==> config.mk <==
export PLATFORM = sky130hd
export DESIGN_NAME = cse_front
export DESIGN_NICKNAME = d
export VERILOG_FILES = /design/src/rtl/core/cse_pkg.sv /design/src/rtl/core/cse_ram.sv /design/src/rtl/core/cse_front.sv
export SDC_FILE = /design/constraint.sdc
export NUM_CORES = 2
export LEC_CHECK = 0
export BUFFER_PORTS_ARGS = -buffer_cell sky130_fd_sc_hd__buf_2
export CORE_AREA = 3 3 527 529
export CTS_CLUSTER_DIAMETER = 150
export DETAILED_ROUTE_END_ITERATION = 8
export DIE_AREA = 0 0 530 532
export PLACE_DENSITY = 0.81
export SYNTH_ARGS = -nofsm -noshare
export SYNTH_HDL_FRONTEND = slang
export SYNTH_HIERARCHICAL = 1
export SYNTH_MEMORY_MAX_BITS = 65536
export SYNTH_SLANG_ARGS = --single-unit
export TNS_END_PERCENT = 1
==> constraint.sdc <==
create_clock -name clk -period 15.7 [get_ports clk]
set_input_delay 0 -clock clk [delete_from_list [all_inputs] [get_ports clk]]
set_output_delay 0 -clock clk [all_outputs]
set_load 0.02 [all_outputs]
==> src/rtl/core/cse_pkg.sv <==
// ----------------------------------------------------------------------------
// cse_pkg
// Shared types and constants for the contour segment extractor.
// ----------------------------------------------------------------------------
package cse_pkg;

    localparam int SAMPLE_W = 16;
    localparam int Q_W      = 17;
    localparam int COORD_W  = 17;
    localparam int CFG_W    = 16;
    localparam int CFG_IDX_W = 2;

    // grid size limit and coordinate fraction bits
    localparam int GRID_MAX  = 256;
    localparam int FRAC_BITS = 8;

    localparam logic [CFG_IDX_W-1:0] REG_ISOVALUE     = 2'd0;
    localparam logic [CFG_IDX_W-1:0] REG_CELLS_ACROSS = 2'd1;
    localparam logic [CFG_IDX_W-1:0] REG_CELLS_UP     = 2'd2;

    // corner code bits
    localparam logic [3:0] CORNER_BL = 4'h1;
    localparam logic [3:0] CORNER_BR = 4'h2;
    localparam logic [3:0] CORNER_TL = 4'h4;
    localparam logic [3:0] CORNER_TR = 4'h8;

    // crossing point selectors
    typedef enum logic [1:0] {
        PT_L = 2'd0,
        PT_B = 2'd1,
        PT_T = 2'd2,
        PT_R = 2'd3
    } pt_sel_t;

    // back part sequencer
    typedef enum logic [2:0] {
        BK_IDLE,
        BK_DIV,
        BK_EMIT1,
        BK_EMIT2
    } bk_state_t;

    // one cell handed from front to back
    typedef struct packed {
        logic [Q_W-1:0] bl;
        logic [Q_W-1:0] br;
        logic [Q_W-1:0] tl;
        logic [Q_W-1:0] tr;
        logic [7:0]     cc;
        logic [7:0]     cr;
    } cell_t;

    // segment end point pair for a code; ambiguous codes handled apart
    function automatic logic [3:0] seg_pair(input logic [3:0] code);
        logic [3:0] r;
        case (code)
            4'd1, 4'd14: r = {PT_L, PT_B};
            4'd2, 4'd13: r = {PT_B, PT_R};
            4'd3, 4'd12: r = {PT_L, PT_R};
            4'd4, 4'd11: r = {PT_L, PT_T};
            4'd5, 4'd10: r = {PT_B, PT_T};
            4'd7, 4'd8:  r = {PT_T, PT_R};
            default:     r = {PT_L, PT_R};
        endcase
        return r;
    endfunction

endpackage

==> src/rtl/core/cse_ram.sv <==
// ----------------------------------------------------------------------------
// cse_ram
// Generic single-write, single-read RAM with registered read data.
// ----------------------------------------------------------------------------
module cse_ram #(
    parameter int WIDTH = 17,
    parameter int DEPTH = 257
) (
    input  logic                     clk,
    input  logic                     we,
    input  logic [$clog2(DEPTH)-1:0] waddr,
    input  logic [WIDTH-1:0]         wdata,
    input  logic [$clog2(DEPTH)-1:0] raddr,
    output logic [WIDTH-1:0]         rdata
);

    logic [WIDTH-1:0] mem [DEPTH];

    always_ff @(posedge clk)
    begin
        if (we)
        begin
            mem[waddr] <= wdata;
        end
        rdata <= mem[raddr];
    end

endmodule

==> src/rtl/core/cse_front.sv <==
// ----------------------------------------------------------------------------
// cse_front
// Accepts samples, keeps the previous row in RAM, forms complete cells.
// Per sample: read both row entries, then write back and issue; full stays high in between.
// ----------------------------------------------------------------------------
module cse_front
    import cse_pkg::*;
(
    input  logic                  clk,
    input  logic                  rst_n,
    input  logic                  cfg_we,
    input  logic [CFG_IDX_W-1:0]  cfg_idx,
    input  logic [CFG_W-1:0]      cfg_data,
    input  logic                  push,
    input  logic [SAMPLE_W-1:0]   sample,
    output logic                  full,
    output logic                  cell_valid,
    output cell_t                 cell_data,
    input  logic                  cell_ready
);

    localparam int AW = $clog2(GRID_MAX + 1);
    localparam int GW = $clog2(GRID_MAX + 1);

    logic [SAMPLE_W-1:0] iso_reg;
    logic [8:0]          across_reg, up_reg;
    logic [GW-1:0]       col_reg, row_reg;
    logic [Q_W-1:0]      left_reg, q_reg;
    logic [1:0]          ph_reg;     // 0 idle, 1 first read, 2 second read
    logic [Q_W-1:0]      bl_reg;
    logic                have_reg;
    cell_t               cell_reg;
    logic [GW-1:0]       ncols, nrows, col_c;
    logic                rd_en_we;
    logic [AW-1:0]       raddr, waddr;
    logic [Q_W-1:0]      rdata, wdata;
    logic                we;
    logic                cfg_hit;

    assign cfg_hit = cfg_we && (cfg_idx == REG_ISOVALUE || cfg_idx == REG_CELLS_ACROSS
                                || cfg_idx == REG_CELLS_UP);

    // clamp grid sizes
    always_comb
    begin
        if (across_reg == '0)
            ncols = GW'(1);
        else if ({1'b0, across_reg} > 10'(GRID_MAX))
            ncols = GW'(GRID_MAX);
        else
            ncols = GW'(across_reg);
        if (up_reg == '0)
            nrows = GW'(1);
        else if ({1'b0, up_reg} > 10'(GRID_MAX))
            nrows = GW'(GRID_MAX);
        else
            nrows = GW'(up_reg);
        col_c = (col_reg > ncols) ? ncols : col_reg;
    end

    assign full = (ph_reg != 2'd0) || have_reg;

    // row RAM addressing: phase 0 reads col-1, phases 1 and 2 read col
    always_comb
    begin
        raddr = (ph_reg == 2'd0) ? AW'(col_c - ((col_c != '0) ? GW'(1) : GW'(0)))
                                 : AW'(col_c);
        we    = 1'b0;
        waddr = AW'(col_c);
        wdata = q_reg;
        if (ph_reg == 2'd2 && col_c == ncols)
            we = 1'b1;
    end

    // col-1 write of left value happens at accept
    logic          we_a;
    assign rd_en_we = push && !full;
    assign we_a = rd_en_we && (col_c != '0);

    cse_ram #(.WIDTH(Q_W), .DEPTH(GRID_MAX + 1)) u_row (
        .clk   (clk),
        .we    (we_a | we),
        .waddr (we_a ? AW'(col_c - GW'(1)) : waddr),
        .wdata (we_a ? left_reg : wdata),
        .raddr (raddr),
        .rdata (rdata)
    );

    // read col-1 is issued in the accept cycle (before the write there lands,
    // so the old row value is seen)
    always_ff @(posedge clk or negedge rst_n)
    begin
        if (!rst_n)
        begin
            iso_reg    <= '0;
            across_reg <= 9'd12;
            up_reg     <= 9'd12;
            col_reg    <= '0;
            row_reg    <= '0;
            left_reg   <= '0;
            ph_reg     <= 2'd0;
            have_reg   <= 1'b0;
        end
        else
        begin
            if (cfg_hit)
            begin
                col_reg <= '0;
                row_reg <= '0;
                case (cfg_idx)
                    REG_ISOVALUE:     iso_reg    <= cfg_data;
                    REG_CELLS_ACROSS: across_reg <= cfg_data[8:0];
                    default:          up_reg     <= cfg_data[8:0];
                endcase
            end
            if (have_reg && cell_ready)
                have_reg <= 1'b0;
            case (ph_reg)
                2'd0:
                begin
                    if (rd_en_we)
                    begin
                        q_reg  <= Q_W'($signed(sample)) - Q_W'($signed(iso_reg));
                        ph_reg <= 2'd1;
                    end
                end
                2'd1:
                begin
                    bl_reg <= rdata;
                    ph_reg <= 2'd2;
                end
                default:
                begin
                    ph_reg   <= 2'd0;
                    left_reg <= q_reg;
                    if (col_c != '0 && row_reg != '0)
                    begin
                        have_reg      <= 1'b1;
                        cell_reg.bl   <= bl_reg;
                        cell_reg.br   <= rdata;
                        cell_reg.tl   <= left_reg;
                        cell_reg.tr   <= q_reg;
                        cell_reg.cc   <= 8'(col_c - GW'(1));
                        cell_reg.cr   <= 8'(row_reg - GW'(1));
                    end
                    if (col_c >= ncols)
                    begin
                        col_reg <= '0;
                        row_reg <= (row_reg >= nrows) ? '0 : row_reg + GW'(1);
                    end
                    else
                    begin
                        col_reg <= col_c + GW'(1);
                    end
                end
            endcase
        end
    end

    assign cell_valid = have_reg;
    assign cell_data  = cell_reg;

endmodule

# After elaboration in Yosys (flattened, before gate mapping)
# Memories as Yosys holds them, arrays and structs flattened. A register that Yosys moved wholly into a read port is not among the register bits.
# Cells that the tools add are included.
[totals] register_bits=190 mem_bits_rw=4369 elab_cells=87 n_memories=1
[mem_list] memory="u_row.mem" depth=257 width=17 rd=1 rd_clocked_by_memory_dff=1 wr=1 line_no="cse_ram.sv:17" source="logic [WIDTH-1:0] mem [DEPTH];"
[op_classes] n_addsub=6 order_cmp=5 eq_ne=7 mux=24 bitwise_logic=3 reduce_logical=25
[ops] operator="9-bit two-way mux" n=14
[ops] operator="9-bit by 1-bit adder with 9-bit output, second input constant" n=2
[ops] operator="9-bit greater-or-equal comparator" n=2
[ops] operator="9-bit greater-than comparator, second input constant" n=2
[ops] operator="9-bit logical NOT" n=2
[ops] operator="9-bit nonzero test" n=2
[ops] operator="17-bit two-way mux" n=1
[ops] operator="16-bit by 16-bit subtractor with 17-bit output" n=1
[ops] operator="9-bit == test" n=1
[ops] operator="9-bit greater-than comparator" n=1
[ops] operator="9-bit by 1-bit subtractor with 9-bit output" n=1
[ops] operator="9-bit by 1-bit subtractor with 9-bit output, second input constant" n=1
[ops] operator="2-bit AND reduction" n=4
[ops] operator="8-bit by 1-bit subtractor with 8-bit output, second input constant" n=1
[ops] operator="1-bit two-way mux" n=7
[ops] operator="1-bit logical AND" n=6
[ops] operator="3-bit AND reduction" n=2
[ops] operator="2-bit by 1-bit == test with 1-bit output, second input constant" n=2
[ops] operator="2-bit == test, second input constant" n=2
[ops] operator="2-bit logical NOT" n=2
[ops] operator="2-bit one-hot mux with 2 select lines" n=1
[ops] operator="2-bit OR reduction" n=2
[ops] operator="1-bit logical OR" n=3
[ops] operator="2-bit two-way mux" n=1
[ops] operator="other kinds (6)" n=7

# Depth between registers and ports, before layout
[depth] word_depth=11 ltp_mapped=31 ltp_nobuf=23

# Modules after synthesis
# The synthesis kept the hierarchy.
[by_module_without_submodules] module="cse_ram" n_inst=1 cells_per_inst=7645 area_each_um2=168151.3 seq_area_each_um2=131536.2
[by_module_without_submodules] module="cse_front" n_inst=1 cells_per_inst=767 area_each_um2=9345.2 seq_area_each_um2=5350.1

# Least setup slack after synthesis
# No wires, ideal clock.
[synth_path] path_type="flip-flop to flip-flop" startpoint="register across_reg[2]" endpoint="memory u_row.mem[0][10], data pin" arrival_ps=7006 t_required_ps=14886 path_slack_ps=7880 stages_incl_launch_ff=18 path_buffers=3 synth_period_minus_slack_ps=7820 cell_sequence="dfstp_2 nor2b_1 clkbuf_1 inv_1 ha_1 a21oi_1 o21ai_1 a2111oi_4 nor2_1 a21oi_1 ha_1 buf_1 inv_1 a2111oi_4 o21ai_4 nand2_2 buf_6 mux2_1"
[synth_between] elab_chain_cells=8 word_cells_on_any_way=9
[synth_lines] item="start: declaration" line_no="cse_front.sv:26" source="logic [8:0] across_reg, up_reg;"
[synth_lines] item="start signal: assignment" line_no="cse_front.sv:112" source="REG_CELLS_ACROSS: across_reg <= cfg_data[8:0];"
[synth_lines] item="9-bit greater-than comparator" line_no="cse_front.sv:48" source="else if ({1'b0, across_reg} > 10'(GRID_MAX))"
[synth_lines] item="9-bit two-way mux" line_no="cse_front.sv:48"
[synth_lines] item="9-bit two-way mux *" line_no="cse_front.sv:46" source="if (across_reg == '0)"
[synth_lines] item="9-bit greater-than comparator" line_no="cse_front.sv:58" source="col_c = (col_reg > ncols) ? ncols : col_reg;"
[synth_lines] item="9-bit two-way mux *" line_no="cse_front.sv:58"
[synth_lines] item="9-bit nonzero test *" line_no="cse_front.sv:78" source="assign we_a = rd_en_we && (col_c != '0);"
[synth_lines] item="1-bit logical AND *" line_no="cse_front.sv:78"
[synth_lines] item="17-bit two-way mux *" line_no="cse_front.sv:84" source=".wdata (we_a ? left_reg : wdata),"
[synth_lines] item="end: declaration" line_no="cse_ram.sv:17"
# Mark *: on every way between the ends. The rest lies on a longest branch, timed or not.

# Final worst setup path
[layout_path] startpoint="register across_reg[2]" endpoint="register u_row.rdata[2] (read register of u_row.mem)"
[layout_between] elab_chain_cells=9 word_cells_on_any_way=10
[layout_lines] item="9-bit greater-than comparator" line_no="cse_front.sv:48"
[layout_lines] item="9-bit two-way mux" line_no="cse_front.sv:48"
[layout_lines] item="9-bit two-way mux *" line_no="cse_front.sv:46"
[layout_lines] item="9-bit greater-than comparator" line_no="cse_front.sv:58"
[layout_lines] item="9-bit two-way mux *" line_no="cse_front.sv:58"
[layout_lines] item="9-bit nonzero test" line_no="cse_front.sv:66" source="raddr = (ph_reg == 2'd0) ? AW'(col_c - ((col_c != '0) ? GW'(1) : GW'(0)))"
[layout_lines] item="1-bit two-way mux" line_no="cse_front.sv:66"
[layout_lines] item="9-bit by 1-bit subtractor with 9-bit output" line_no="cse_front.sv:66"
[layout_lines] item="9-bit two-way mux *" line_no="cse_front.sv:66"
[layout_lines] item="named net raddr[2]" line_no="cse_front.sv:35" source="logic [AW-1:0] raddr, waddr;"
[layout_lines] item="end: declaration" line_no="cse_ram.sv:14" source="output logic [WIDTH-1:0] rdata"
# Mark *: on every way through the listed nets, which the timed path passes. The rest lies on a longest branch.
# A chain may end at the register's enable or synchronous reset.

==> run_results.csv <==
group,metric,value,unit
setup_path,crit_fanout,41,
setup_path,worstPathRequired,16.47,ns
synthesis,ys.flop_type,"edfxtp_1",
floorplanning,dieArea,282000,um2
setup_path,worstSetupPathType,"reg -> reg",
global_routing,grt_max_degree,146,
synthesis,synth_top_family_by_area,"multiplexers",
sta,maxSlewViolCount,2,
synthesis,ys_seq_elements,4576,
run_status,outcome,"finished with violations",
placed_design,io_buffers,124,
final_layout,final_cell_mix,"edfxtp_1 (4487), mux4_2 (956), clkbuf_16 (436)",
floorplanning,rows,192,
placed_design,dp_slack,6.27,ns
global_routing,grt_antenna_before_repair,43,
final_layout,final_core_util,72.6,%
floorplanning,die_w,530,um
synthesis,synth_nets,8502,
routing,drt_iter0_markers,18200,
sta,finalHoldViolCount,0,
synthesis,ys_warn_count,6,
floorplanning,io_pins,125,
global_routing,grt_pass1_vias,96700,
placed_design,placed_cell_area,184000,um2
floorplanning,start_util,64.9,%
setup_path,cp-startpoint,"across_reg[2]",
setup_path,cp-end-kind,"flip-flop",
final_layout,layout_commonest_cell,"edfxtp_1",
cts,clockBufferDepth,4,
run,maxCapViolations,2,
global_routing,grt_pass1_wl,722000,um
final_layout,largest-register,"u_row/mem",
synthesis,synthXorXnorAreaFrac,0.232,%
floorplanning,die_height,532,um
setup_path,cp-start-kind,"flip-flop",
synthesis,synth_cells,8412,
floorplanning,core_area,273000,um2
cts,root_buffer,"clkbuf_16",
synthesis,synth.mux.area_fraction,14.8,%
min_path,hold_class,"in -> reg",
synthesis,syn-mean-instance-area,21.1,um2
setup_path,reg2reg_from,"across_reg[2]",
final_layout,syn2layout_area_growth,11.8,%
sta,max_slew_margin,-3.47,%
sta,period_share,62.0,%
sta,clock.fmax,0.103,GHz
routing,vias_per_cell,7.47,
sta,rsz0062_at_grt,"no",
setup_path,critPathMostFrequentCell,"ha_1",
cts,numCtsBuffers,428,
cts,cts_setup_buffers,0,
synthesis,yosysSeqAreaShare,77.1,%
cts,cts.reportedPaths.clkPinSlew,0.06,ns
setup_path,critical-path-slowest-cell,"a2111oi_1",
setup_path,crit_path_max_incr_delay,1.33,ns
setup_path,crit_path_end,"u_row/rdata[2]",
final_layout,design_area,198000,um2
synthesis,synth-compound-area-share,3.62,%
setup_path,reg2reg_depth,24,
sta,setup_viol,0,
sta,tns,0,ns
routing,post_drt_wl_per_cell,39.3,um
synthesis,synth-simple-area-share,2.24,%
synthesis,synthAdderAreaFrac,0.364,%
global_routing,grt_overflow,0,
placed_design,gp_congestion,0.900,
synthesis,synthTopCellsByArea,"edfxtp_1 (76%), mux4_2 (12%), mux2i_1 (2.3%)",
synthesis,synth.top_cell.area_share,75.9,%
synthesis,yosysTopAreaCell,"edfxtp_1",
routing,via_count,96500,
sta,finalWorstSetupSlack,5.97,ns
synthesis,synth-edff-count,4487,
final_layout,num-nets-final,9041,
routing,drtPass1Iterations,7,
cts,tritoncts,"yes",
routing,antenna_left,0,
sta,period_needed,9.73,ns
final_layout,largest_register_ff_count,4369,
cts,cts-resized-gates,0,
setup_path,r2r_setup_slack,5.97,ns
synthesis,synth_area,177000,um2
run_status,violations,"capacitance limit, slew limit",
cts,insertion_delay,0.95,ns
global_routing,grtUsageTotal,36.3,%
cts,cts_sinks,4576,
final_layout,drive_gt1_share,24.7,%
cts,h-tree-depth,5,
setup_path,worstPathCellList,"nor2b_1, inv_1, ha_1, a21oi_1, o21ai_1, a2111o_1, nand2_2, nor2_1, a21oi_1, ha_1, nand3_1, ha_1, ha_1, nand2_1, xor2_4, buf_4, buf_4, or2_2, buf_4, o22ai_1, o21ai_0, a21oi_1, a2111oi_1, o41ai_1",
routing,routed_wl,508000,um
routing,drc,0,
setup_path,r2r_end,"u_row/rdata[2]",
cts,hold_buffers,87,
setup_path,crit_arrival,10.50,ns
synthesis,ys_async_sr_fraction,1.57,%
synthesis,yosys.cell_types.count,85,
sta,finalClockSkew,0.0633,ns
placed_design,dp_hpwl,271000,um
sta,tightest_slew,1.55,ns
[how the worst min path moves through the flow]
stage,startpoint,endpoint,slack [ns],cells after the start
2_1_floorplan,rst_n,across_reg[0],-0.30,0
6_report,cfg_we,row_reg[1],0.06,5
3_3_place_gp,rst_n,cell_valid,-0.18,1
3_5_place_dp,rst_n,cell_valid,-0.18,1
5_1_grt,rst_n,ph_reg[0],0.11,3
4_1_cts,rst_n,row_reg[3],0.003,3
[metal layers]
metal / vias up / track usage, % / wire (um)
met3: 2000 / 12.3 / 80800
met1: 48600 / 47.7 / 158000
li1: 36200 / - / -
met4: 38 / 19.9 / 34400
met5: - / 0 / 253
met2: 9611 / 54.2 / 234000
[metrics by stage]
stage               hold slack (ns)  cells
CTS                         0.00298  12900
floorplan                    -0.296   8412
global placement             -0.179  12000
detailed placement           -0.181  12000
finish                       0.0629  12900
global route                  0.105  12900
[layout make-up]
class                           count  area (um2)
Sequential cell                  4576      137000
Antenna cell                       25        62.6
Multi-Input combinational cell   3296       38500
Fill cell                       14100       75000
Inverter                           58         225
Clock inverter                    266        2440
Timing Repair Buffer              591        4550
Clock buffer                      518       11300
Tap cell                         3589        4490
[worst max-delay path: cells and delay by family (launching register included)]
family | cells | cell delay (ns)
AO/OA/AOI/OAI | 9 | 3.47
XOR/XNOR | 1 | 0.25
adder cells (fa/ha/maj) | 4 | 1.19
buffers and inverters | 4 | 2.06
flip-flops | 1 | 0.57
AND/OR/NAND/NOR | 6 | 1.91
[synth_stat cells, types with 15 or more instances]
cell type,count
nor3_1,50
dfxtp_1,17
nor2_1,355
o211ai_1,87
a21oi_1,134
clkbuf_1,220
mux2_2,46
a211oi_1,43
mux4_2,956
nand4_1,28
buf_4,84
buf_6,47
a22o_1,61
a22oi_1,176
o221ai_1,65
ha_1,50
nand2_1,217
mux2_1,17
a31oi_1,32
buf_1,43
xnor2_1,35
dfrtp_1,68
a311oi_1,28
nand3_1,73
buf_2,88
inv_1,54
mux2i_1,410
nand2b_1,19
nor2b_1,39
edfxtp_1,4487
and2_1,18
a21o_1,15
o21ai_0,80
a221oi_1,19
o22ai_1,58
[logic make-up after synthesis]
family          after synthesis
mux                        1429
fa+ha+maj                    51
flops                      4576
xor+xnor                     47
compound gates              890
simple gates                879
buf+inv                     540
Power is not shown: default switching activity piles up to over one toggle a cycle in this logic, so the estimate is an artifact.
