File: config.mk
export PLATFORM = sky130hd
export DESIGN_NAME = cse_back
export DESIGN_NICKNAME = d
export VERILOG_FILES = /design/src/rtl/core/cse_pkg.sv /design/src/rtl/core/cse_back.sv
export SDC_FILE = /design/constraint.sdc
export NUM_CORES = 1
export LEC_CHECK = 0
export ABC_CLOCK_PERIOD_IN_PS = 7700
export BUFFER_PORTS_ARGS = -buffer_cell sky130_fd_sc_hd__buf_4
export CAP_MARGIN = 30
export CORE_MARGIN = 2
export CORE_UTILIZATION = 60
export DETAILED_ROUTE_END_ITERATION = 8
export HOLD_SLACK_MARGIN = 0.1
export PLACE_DENSITY_LB_ADDON = 0.1
export SLEW_MARGIN = 5
export SYNTH_ARGS = -nofsm -noshare
export SYNTH_HDL_FRONTEND = slang
export SYNTH_SLANG_ARGS = --single-unit
File: constraint.sdc
create_clock -name clk -period 7.7 [get_ports clk]
set_input_delay 0.385 -clock clk [delete_from_list [all_inputs] [get_ports clk]]
set_output_delay 0.385 -clock clk [all_outputs]
set_load 0.03 [all_outputs]
File: src/rtl/core/cse_pkg.sv
// ----------------------------------------------------------------------------
// cse_pkg
// Shared types and constants for the contour segment extractor.
// ----------------------------------------------------------------------------
package cse_pkg;

    localparam int SAMPLE_W = 16;
    localparam int Q_W      = 17;
    localparam int COORD_W  = 17;
    localparam int CFG_W    = 16;
    localparam int CFG_IDX_W = 2;

    // grid size limit and coordinate fraction bits
    localparam int GRID_MAX  = 256;
    localparam int FRAC_BITS = 8;

    localparam logic [CFG_IDX_W-1:0] REG_ISOVALUE     = 2'd0;
    localparam logic [CFG_IDX_W-1:0] REG_CELLS_ACROSS = 2'd1;
    localparam logic [CFG_IDX_W-1:0] REG_CELLS_UP     = 2'd2;

    // corner code bits
    localparam logic [3:0] CORNER_BL = 4'h1;
    localparam logic [3:0] CORNER_BR = 4'h2;
    localparam logic [3:0] CORNER_TL = 4'h4;
    localparam logic [3:0] CORNER_TR = 4'h8;

    // crossing point selectors
    typedef enum logic [1:0] {
        PT_L = 2'd0,
        PT_B = 2'd1,
        PT_T = 2'd2,
        PT_R = 2'd3
    } pt_sel_t;

    // back part sequencer
    typedef enum logic [2:0] {
        BK_IDLE,
        BK_DIV,
        BK_EMIT1,
        BK_EMIT2
    } bk_state_t;

    // one cell handed from front to back
    typedef struct packed {
        logic [Q_W-1:0] bl;
        logic [Q_W-1:0] br;
        logic [Q_W-1:0] tl;
        logic [Q_W-1:0] tr;
        logic [7:0]     cc;
        logic [7:0]     cr;
    } cell_t;

    // segment end point pair for a code; ambiguous codes handled apart
    function automatic logic [3:0] seg_pair(input logic [3:0] code);
        logic [3:0] r;
        case (code)
            4'd1, 4'd14: r = {PT_L, PT_B};
            4'd2, 4'd13: r = {PT_B, PT_R};
            4'd3, 4'd12: r = {PT_L, PT_R};
            4'd4, 4'd11: r = {PT_L, PT_T};
            4'd5, 4'd10: r = {PT_B, PT_T};
            4'd7, 4'd8:  r = {PT_T, PT_R};
            default:     r = {PT_L, PT_R};
        endcase
        return r;
    endfunction

endpackage

File: src/rtl/core/cse_back.sv
// ----------------------------------------------------------------------------
// cse_back
// Classifies a cell, runs four crossing divisions bit-serially in parallel,
// then emits its segments into a two-entry output queue.
// ----------------------------------------------------------------------------
module cse_back
    import cse_pkg::*;
(
    input  logic                clk,
    input  logic                rst_n,
    input  logic                cell_valid,
    input  cell_t               cell_data,
    output logic                cell_ready,
    output logic                empty,
    input  logic                pop,
    output logic [7:0]          cell_col,
    output logic [7:0]          cell_row,
    output logic [COORD_W-1:0]  x_start,
    output logic [COORD_W-1:0]  y_start,
    output logic [COORD_W-1:0]  x_end,
    output logic [COORD_W-1:0]  y_end,
    output logic                last_of_cell
);

    localparam int MW = Q_W + 1;             // magnitude width
    localparam int NW = MW + FRAC_BITS + 1;  // numerator / quotient width
    localparam int CW = $clog2(NW + 1);
    localparam int SEGW = 8 + 8 + 4 * COORD_W + 1;

    bk_state_t         st_reg, st_next;
    cell_t             c_reg;
    logic [3:0]        code_reg;
    logic [CW-1:0]     cnt_reg;
    logic [NW-1:0]     num_reg [4];
    logic [MW:0]       den_reg [4];
    logic [NW-1:0]     quo_reg [4];
    logic [MW:0]       rem_reg [4];
    logic [3:0]        has_reg;
    logic [SEGW-1:0]   q_mem [2];
    logic              wp_reg, rp_reg;
    logic [1:0]        cnt_q_reg;
    logic              push_seg;
    logic [SEGW-1:0]   seg_w;

    // edge pairs: 0 L(bl,tl) 1 B(bl,br) 2 T(tl,tr) 3 R(br,tr)
    function automatic logic [MW-1:0] mag(input logic [Q_W-1:0] v);
        return v[Q_W-1] ? MW'(-$signed({v[Q_W-1], v})) : MW'(v);
    endfunction

    logic [Q_W-1:0] ea [4], eb [4];
    always_comb
    begin
        ea[0] = cell_data.bl; eb[0] = cell_data.tl;
        ea[1] = cell_data.bl; eb[1] = cell_data.br;
        ea[2] = cell_data.tl; eb[2] = cell_data.tr;
        ea[3] = cell_data.br; eb[3] = cell_data.tr;
    end

    assign cell_ready = (st_reg == BK_IDLE);

    // next state
    always_comb
    begin
        st_next = st_reg;
        case (st_reg)
            BK_IDLE:  if (cell_valid) st_next = BK_DIV;
            BK_DIV:   if (cnt_reg == CW'(NW)) st_next = BK_EMIT1;
            BK_EMIT1:
            begin
                if (cnt_q_reg != 2'd2 || (code_reg == 4'd0 || code_reg == 4'd15))
                begin
                    if (code_reg == 4'd6 || code_reg == 4'd9)
                        st_next = BK_EMIT2;
                    else
                        st_next = BK_IDLE;
                end
            end
            BK_EMIT2: if (cnt_q_reg != 2'd2) st_next = BK_IDLE;
            default:  st_next = BK_IDLE;
        endcase
    end

    // crossing points
    logic [COORD_W-1:0] bx, by, one_c;
    logic [COORD_W-1:0] px [4], py [4];
    always_comb
    begin
        bx    = COORD_W'({c_reg.cc, FRAC_BITS'(0)});
        by    = COORD_W'({c_reg.cr, FRAC_BITS'(0)});
        one_c = COORD_W'(1) << FRAC_BITS;
        px[0] = bx;                               py[0] = by + COORD_W'(quo_reg[0]);
        px[1] = bx + COORD_W'(quo_reg[1]);        py[1] = by;
        px[2] = bx + COORD_W'(quo_reg[2]);        py[2] = by + one_c;
        px[3] = bx + one_c;                       py[3] = by + COORD_W'(quo_reg[3]);
    end

    // segment builder
    logic [1:0] sa, sb;
    logic       lastb;
    logic [3:0] pr;
    always_comb
    begin
        pr    = seg_pair(code_reg);
        sa    = pr[3:2];
        sb    = pr[1:0];
        lastb = 1'b1;
        if (code_reg == 4'd6 || code_reg == 4'd9)
        begin
            if (st_reg == BK_EMIT1)
            begin
                sa = PT_L;
                sb = (px[1] > px[2]) ? PT_T : PT_B;
                lastb = 1'b0;
            end
            else
            begin
                sa = (px[1] > px[2]) ? PT_B : PT_T;
                sb = PT_R;
            end
        end
        seg_w = {c_reg.cc, c_reg.cr, px[sa], py[sa], px[sb], py[sb], lastb};
        push_seg = ((st_reg == BK_EMIT1 && code_reg != 4'd0 && code_reg != 4'd15)
                    || st_reg == BK_EMIT2) && cnt_q_reg != 2'd2;
    end

    always_ff @(posedge clk or negedge rst_n)
    begin
        if (!rst_n)
        begin
            st_reg    <= BK_IDLE;
            wp_reg    <= 1'b0;
            rp_reg    <= 1'b0;
            cnt_q_reg <= 2'd0;
        end
        else
        begin
            st_reg <= st_next;
            if (push_seg)
                wp_reg <= ~wp_reg;
            if (pop && !empty)
                rp_reg <= ~rp_reg;
            cnt_q_reg <= cnt_q_reg + 2'(push_seg) - 2'(pop && !empty);
        end
    end

    // payload: capture, restoring division one bit per cycle
    always_ff @(posedge clk)
    begin
        if (push_seg)
            q_mem[wp_reg] <= seg_w;
        if (st_reg == BK_IDLE && cell_valid)
        begin
            c_reg    <= cell_data;
            code_reg <= (cell_data.bl[Q_W-1] ? 4'h0 : CORNER_BL)
                      | (cell_data.br[Q_W-1] ? 4'h0 : CORNER_BR)
                      | (cell_data.tl[Q_W-1] ? 4'h0 : CORNER_TL)
                      | (cell_data.tr[Q_W-1] ? 4'h0 : CORNER_TR);
            cnt_reg  <= '0;
            for (int i = 0; i < 4; i++)
            begin
                has_reg[i] <= ea[i][Q_W-1] != eb[i][Q_W-1];
                // numerator |a|*2^F + d/2, denominator |a|+|b|
                num_reg[i] <= (NW'(mag(ea[i])) << FRAC_BITS)
                              + NW'(({1'b0, mag(ea[i])} + {1'b0, mag(eb[i])}) >> 1);
                den_reg[i] <= {1'b0, mag(ea[i])} + {1'b0, mag(eb[i])};
                rem_reg[i] <= '0;
                quo_reg[i] <= '0;
            end
        end
        else if (st_reg == BK_DIV && cnt_reg != CW'(NW))
        begin
            cnt_reg <= cnt_reg + CW'(1);
            for (int i = 0; i < 4; i++)
            begin
                logic [MW+1:0] t;
                t = {rem_reg[i], num_reg[i][NW-1]};
                num_reg[i] <= num_reg[i] << 1;
                if (t >= {1'b0, den_reg[i]})
                begin
                    rem_reg[i] <= (MW+1)'(t - {1'b0, den_reg[i]});
                    quo_reg[i] <= {quo_reg[i][NW-2:0], 1'b1};
                end
                else
                begin
                    rem_reg[i] <= (MW+1)'(t);
                    quo_reg[i] <= {quo_reg[i][NW-2:0], 1'b0};
                end
            end
        end
        else if (st_reg == BK_DIV)
        begin
            for (int i = 0; i < 4; i++)
                if (!has_reg[i])
                    quo_reg[i] <= '0;
        end
    end

    assign empty = (cnt_q_reg == 2'd0);
    assign {cell_col, cell_row, x_start, y_start, x_end, y_end, last_of_cell} = q_mem[rp_reg];

endmodule

# Word-level counts from Yosys, hierarchy flattened
# Memories as Yosys holds them, arrays and structs flattened. A register that Yosys moved wholly into a read port is not among the register bits.
# Index checks and enable logic that the tools add are counted.
# totals
inputBits	88
n_memories	6
rom_bits	64
ramBits	538
latch_bits	0
register_bits	36
out_inout_bits	87
# mem_list
memory	depth	width	read_ports	rd_ports_with_merged_regs	write_ports	line	text
q_mem	2	85	1	0	1	cse_back.sv:39	logic [SEGW-1:0] q_mem [2];
num_reg	4	27	4	0	4	cse_back.sv:34	logic [NW-1:0] num_reg [4];
quo_reg	4	27	4	0	4	cse_back.sv:36	logic [NW-1:0] quo_reg [4];
den_reg	4	19	4	0	4	cse_back.sv:35	logic [MW:0] den_reg [4];
rem_reg	4	19	4	0	4	cse_back.sv:37	logic [MW:0] rem_reg [4];
(no name shown)	16	4	1	1	0	cse_pkg.sv:56	case (code)
# op_classes
n_eq_ne	18
muxes	118
div	0
n_addsub	29
n_shift	0
n_mul	0
n_lt_le_gt_ge	7
n_reduce_logical	16
n_bitwise	31
# ops
cell	count
27-bit 2-to-1 mux	16
18-bit by 18-bit adder with 19-bit output	8
19-bit 2-to-1 mux	8
17-bit binary-select mux with 2-bit select	4
17-bit 2-to-1 mux	8
26-bit by 18-bit adder with 27-bit output	4
20-bit by 19-bit greater-or-equal comparator with 1-bit output	4
19-bit subtractor	4
18-bit 2-to-1 mux	4
17-bit negation with 18-bit output	4
16-bit by 17-bit adder with 17-bit output	4
1-bit 2-to-1 mux	62
16-bit by 9-bit adder with 17-bit output, second input constant	2
1-bit OR	24
17-bit > comparator	1
2-bit 2-to-1 mux	8
3-bit 2-to-1 mux	5
3-bit case mux with 4 select lines	1
2-bit != test, second input constant	5
4-bit equality test, second input constant	2
4-bit 2-to-1 mux	2
3-bit by 2-bit equality test with 1-bit output, second input constant	2
3-bit greater-or-equal comparator, second input constant	2
1-bit logical AND	6
other kinds (21)	29

# Depth between registers and ports, before layout
# An unclocked memory read counts as a cell.
# logic_depth
ltp_word	10
depth_mapped	30
depth_no_buf	30

# Worst setup path before layout
# Ideal clock, no wire load.
# synth_timing
path_type	input port to flip-flop
startpoint	input port cell_data[83] in the netlist's numbering
endpoint	memory num_reg[0][44] in the netlist's numbering (data pin)
arrival_time_ns	5.500
cell_stages	22
setup_ns	0.257
setup_slack_ns	1.944
t_required_ns	7.443
path_cell_list	clkbuf_1 > buf_1 > o21ai_0 > inv_1 > fa_1 > nor2b_1 > o21ai_0 > a21boi_0 > o21ai_0 > a21oi_1 > a221oi_4 > xnor2_1 > ha_1 > a21o_1 > a21oi_1 > o21bai_1 > a21oi_1 > inv_1 > maj3_2 > o311a_1 > or3_1 > a32o_1
# synth_lines
item	line	text
start: declaration	cse_back.sv:12	input cell_t cell_data,
end: declaration	cse_back.sv:34	

# Worst setup path in the final report
# layout_timing
startpoint	register c_reg (netlist bit bx[8])
endpoint	memory q_mem[1][28] in the netlist's numbering (data pin)
# layout_via
elab_chain_cells	9
word_cells_on_any_way	11
cone_classes	add/sub (3); order compare (1); mux (6); bitwise (1)
# layout_rtl
item	line	text
start: declaration	cse_back.sv:31	cell_t c_reg;
start signal: assignment	cse_back.sv:153	c_reg <= cell_data;
16-bit by 17-bit adder with 17-bit output (on tied branches)	cse_back.sv:92, cse_back.sv:93	
17-bit > comparator	cse_back.sv:112	sb = (px[1] > px[2]) ? PT_T : PT_B;
2-bit 2-to-1 mux	cse_back.sv:112	
2-bit 2-to-1 mux	cse_back.sv:109	if (st_reg == BK_EMIT1)
2-bit 2-to-1 mux	cse_back.sv:107	if (code_reg == 4'd6 || code_reg == 4'd9)
2-bit NOT with 3-bit output (implied by the code)	cse_back.sv:121	seg_w = {c_reg.cc, c_reg.cr, px[sa], py[sa], px[sb], py[sb], lastb};
17-bit binary-select mux with 2-bit select *	cse_back.sv:121	
17-bit 2-to-1 mux (implied by the code) * (2 in a row)	cse_back.sv:121	
named net seg_w[28]	cse_back.sv:43	logic [SEGW-1:0] seg_w;
end: declaration	cse_back.sv:39	
# The timed path passes the listed nets; every way through them passes the cells marked *. The select of a mux whose other input is x is not followed.

==> results.py <==
metrics = {
    "timing": {
        "fin_crit_sh": 0.7532,
        "worst_pin_slew_ns": 1.059,
        "fin_crit_ns": 5.800,
        "fin_skew_ns": 0.02317,
        "final.setup.worst_slack_ns": 1.900,
        "slew_headroom": 0.2892,
        "max_freq_mhz": 172.4,
        "fin_tns_setup_ns": 0,
        "slew_violations": 0,
        "finalHoldViolations": 0,
        "setup_viol": 0,
        "rsz0062_at_grt": "false",
    },
    "place": {
        "place.gp.congestion": 0.9548,
        "port_buffers": 174,
        "dp.cells": 3996,
        "dpl_worst_slack_ns": 1.435,
        "post-dp-hpwl_mm": 58.14,
        "dpl_cell_area_mm2": 0.03538,
    },
    "worst_setup_path": {
        "critPathLaunchType": "register",
        "path_class": "reg2reg",
        "cp_slowest_cell": "o22a_1",
        "r2r_end": "q_mem[1][28]$_DFFE_PP_",
        "crit_path_end_kind": "register",
        "r2r_start": "bx[8]$_DFFE_PP_",
        "cp_slowest_stage_delay_ns": 0.84,
        "critical_path.cell_chain": "ha_1, fa_1, a21oi_1, nor2_1, nor2_1, o21bai_1, a21oi_1, o21bai_1, a21oi_1, xor2_1, ha_1, nand4_1, nor4_1, a21oi_1, o21ai_1, o22a_1, nand2_1, o22ai_1, a21oi_1",
        "cp_common_cell": "a21oi_1",
        "r2r_cells": 19,
        "cp.arrival_ns": 6.14,
        "cp_max_fo": 20,
        "r2r_slack_ns": 1.90,
        "worst_ep_required_time_ns": 8.04,
    },
    "floorplanning": {
        "rows": 86,
        "start_util": 0.6038,
        "die_w_um": 239.0,
        "die_y_um": 239.0,
        "dieArea_mm2": 0.05712,
        "core-area_mm2": 0.05488,
        "pin_count": 175,
    },
    "clock_network": {
        "clk_latency_ns": 0.61,
        "root_buffer": "clkbuf_16",
        "clk_pin_slew_ns": 0.06,
        "clkSinkCount": 537,
        "cts_tree": "done",
        "hold_buffers": 18,
        "cts_buffers": 56,
        "cts_resized": 0,
        "h-tree-depth": 2,
        "cts_setup_buffers": 0,
        "cts_buffer_depth": 3,
    },
    "global_routing": {
        "grt_max_degree": 78,
        "overflow": 0,
        "antenna_found_initial": 3,
        "grtUsageTotal": 0.2777,
        "grt_first_pass_wirelength_mm": 126.4,
        "first_global_vias": 23960,
    },
    "min_path": {
        "hold_path.class": "in2reg",
        "min_to": "den_reg[2][0]$_DFFE_PP_",
        "worstHoldPathCells": 2,
        "min_from": "cell_data[16]",
    },
    "pwr": {
        "pwr_density_cell_mw_per_mm2": 435.5,
        "internal-power_w": 0.009615,
        "clock_power_share": 0.169,
        "power_frac_seq": 0.328,
        "ir_worst_vdd_mv": 0.3425,
        "p_leak_nw": 15.24,
        "swShare": 0.4101,
        "combPwrFrac": 0.502,
        "p_sw_w": 0.006685,
    },
    "yosys": {
        "yosysTopAreaCellShare": 0.4395,
        "synth-edff-count": 485,
        "syn_inst": 3177,
        "synthArstFlopShare": 0.01117,
        "syn_avg_cell_area_um2": 10.43,
        "yosys_warnings": 0,
        "ys_seq_area_frac": 0.4718,
        "synth.largest_area_cell": "edfxtp_1",
        "syn-cell-area_mm2": 0.03314,
        "yosysUniqueCellTypes": 81,
        "synth_top_flop_cell": "edfxtp_1",
        "yosys_register_bits": 537,
        "synth.area.top_cells": "edfxtp_1 (44%), ha_1 (9.0%), xnor2_1 (4.9%)",
    },
    "outcome": {
        "status": "finished clean",
    },
    "finish": {
        "final_area_mm2": 0.03743,
        "drive_gt1_frac": 0.1276,
        "finalNonFillerCells": 4120,
        "synthToLayoutAreaGrowth_pct": 12.96,
        "nets": 3712,
        "largest_reg_flops": 170,
        "antenna_cells": 0,
    },
    "routing": {
        "routed.top_layer": "met5",
        "vias": 24880,
        "routed-wl-met2_mm": 37.62,
        "first_pass_iters": 6,
        "wl_met3_mm": 4.729,
        "wire_per_inst_um": 19.48,
        "drc": 0,
        "drtAntennaViolNets": 0,
        "drtIter0Drc": 2080,
        "met1_length_mm": 35.28,
        "wirelength_mm": 80.25,
        "vias_per_cell": 6.040,
    },
    "job": {
        "cap_violations": 0,
    },
}
[stage by stage]
stage | util | total power (W) | hold slack, ns
final | 0.6821 | 0.01630 | 0.1649
after CTS | 0.6819 | 0.01631 | 0.1251
after floorplan | - | 0.01134 | 0.08941
after detailed placement | 0.6447 | 0.01349 | 0.2017
after global placement | 0.6428 | 0.01314 | 0.1995
after global routing | 0.6821 | 0.01742 | 0.1488
[worst max path at each step]
| stage | from | end | slack [ns] |
|---|---|---|---|
| detailed placement | cell_data[67] | num_reg[0][44]$_DFFE_PP_ | 1.43 |
| floorplan | cell_data[83] | num_reg[0][44]$_DFFE_PP_ | 1.94 |
| CTS | bx[8]$_DFFE_PP_ | q_mem[0][28]$_DFFE_PP_ | 1.98 |
| finish | bx[8]$_DFFE_PP_ | q_mem[1][28]$_DFFE_PP_ | 1.90 |
| global route | cell_data[50] | num_reg[0][104]$_DFFE_PP_ | 1.49 |
| global placement | cell_data[67] | num_reg[0][44]$_DFFE_PP_ | 1.50 |
[critical path, delay by kind of cell (launching register included)]
kind	cells	cell delay, ns
simple gates	5	1.27
flops	1	0.60
fa+ha+maj	3	0.93
xor+xnor	1	0.29
compound gates	10	2.43
[synthesized netlist by cell type, types with 16 or more instances]
cell type and instances:
a211oi_1 29, a21boi_0 29, a21o_1 62, a21oi_1 232, a22o_1 47, a31oi_1 19, and2_1 47, and3_1 22
buf_1 17, clkbuf_1 88, dfxtp_1 46, edfxtp_1 485, fa_1 16, ha_1 239, inv_1 227, mux2_2 92
mux2i_1 35, nand2_1 261, nand2b_1 26, nand3_1 76, nor2_1 254, nor2b_1 30, nor3_1 43, o21a_1 26
o21ai_0 184, o21bai_1 39, o31ai_1 21, or3_1 30, xnor2_1 185, xor2_1 58
[placed cells by master, fill, tap and decap left out, types with 39 or more instances in the layout]
cell type | synthesis | layout
clkbuf_16 | 0 | 56
buf_4 | 0 | 212
a22o_1 | 47 | 47
o21bai_1 | 39 | 39
and2_1 | 47 | 47
nor3_1 | 43 | 42
edfxtp_1 | 485 | 485
xnor2_1 | 185 | 185
nand2_1 | 261 | 260
a21o_1 | 62 | 62
ha_1 | 239 | 239
inv_1 | 227 | 225
dfxtp_1 | 46 | 46
xor2_1 | 58 | 58
o21ai_0 | 184 | 181
nor2_1 | 254 | 251
nand3_1 | 76 | 76
mux2_2 | 92 | 92
a21oi_1 | 232 | 230
[metal layers]
metal,global-route usage,up-vias
met5,0,-
met4,0.09280,4
met3,0.03949,143
met2,0.4608,774
met1,0.3761,11970
li1,-,11990
[final cells by class]
type / count / area (um2)
sequential: 537 / 15640
timing repair buffer: 234 / 1851
clock inverter: 39 / 426.7
multi-input combinational: 2312 / 16330
inverter: 228 / 865.8
fill: 4103 / 17450
clock buffer: 66 / 1439
tap: 704 / 880.8
[kinds of logic (layout without fill, tap and decap cells)]
family / count (synthesis) / count (layout) / share of synthesized area
other cells: 1 / 8 / 0.0001132
mux: 129 / 129 / 0.04320
flops: 537 / 537 / 0.4718
fa+ha+maj: 260 / 260 / 0.1015
buf+inv: 335 / 567 / 0.03802
xor+xnor: 246 / 246 / 0.06570
simple gates: 855 / 855 / 0.1200
compound gates: 814 / 814 / 0.1597
[power by group through the flow]
stage          combinational (W)  sequential (W)  clock [W]
2_1_floorplan            0.00607         0.00527          0
3_3_place_gp             0.00774         0.00540          0
3_5_place_dp             0.00809         0.00540          0
4_1_cts                  0.00815         0.00536    0.00281
5_1_grt                  0.00903         0.00547    0.00292
6_report                 0.00819         0.00535    0.00276
(Power assumes the default switching activity.)
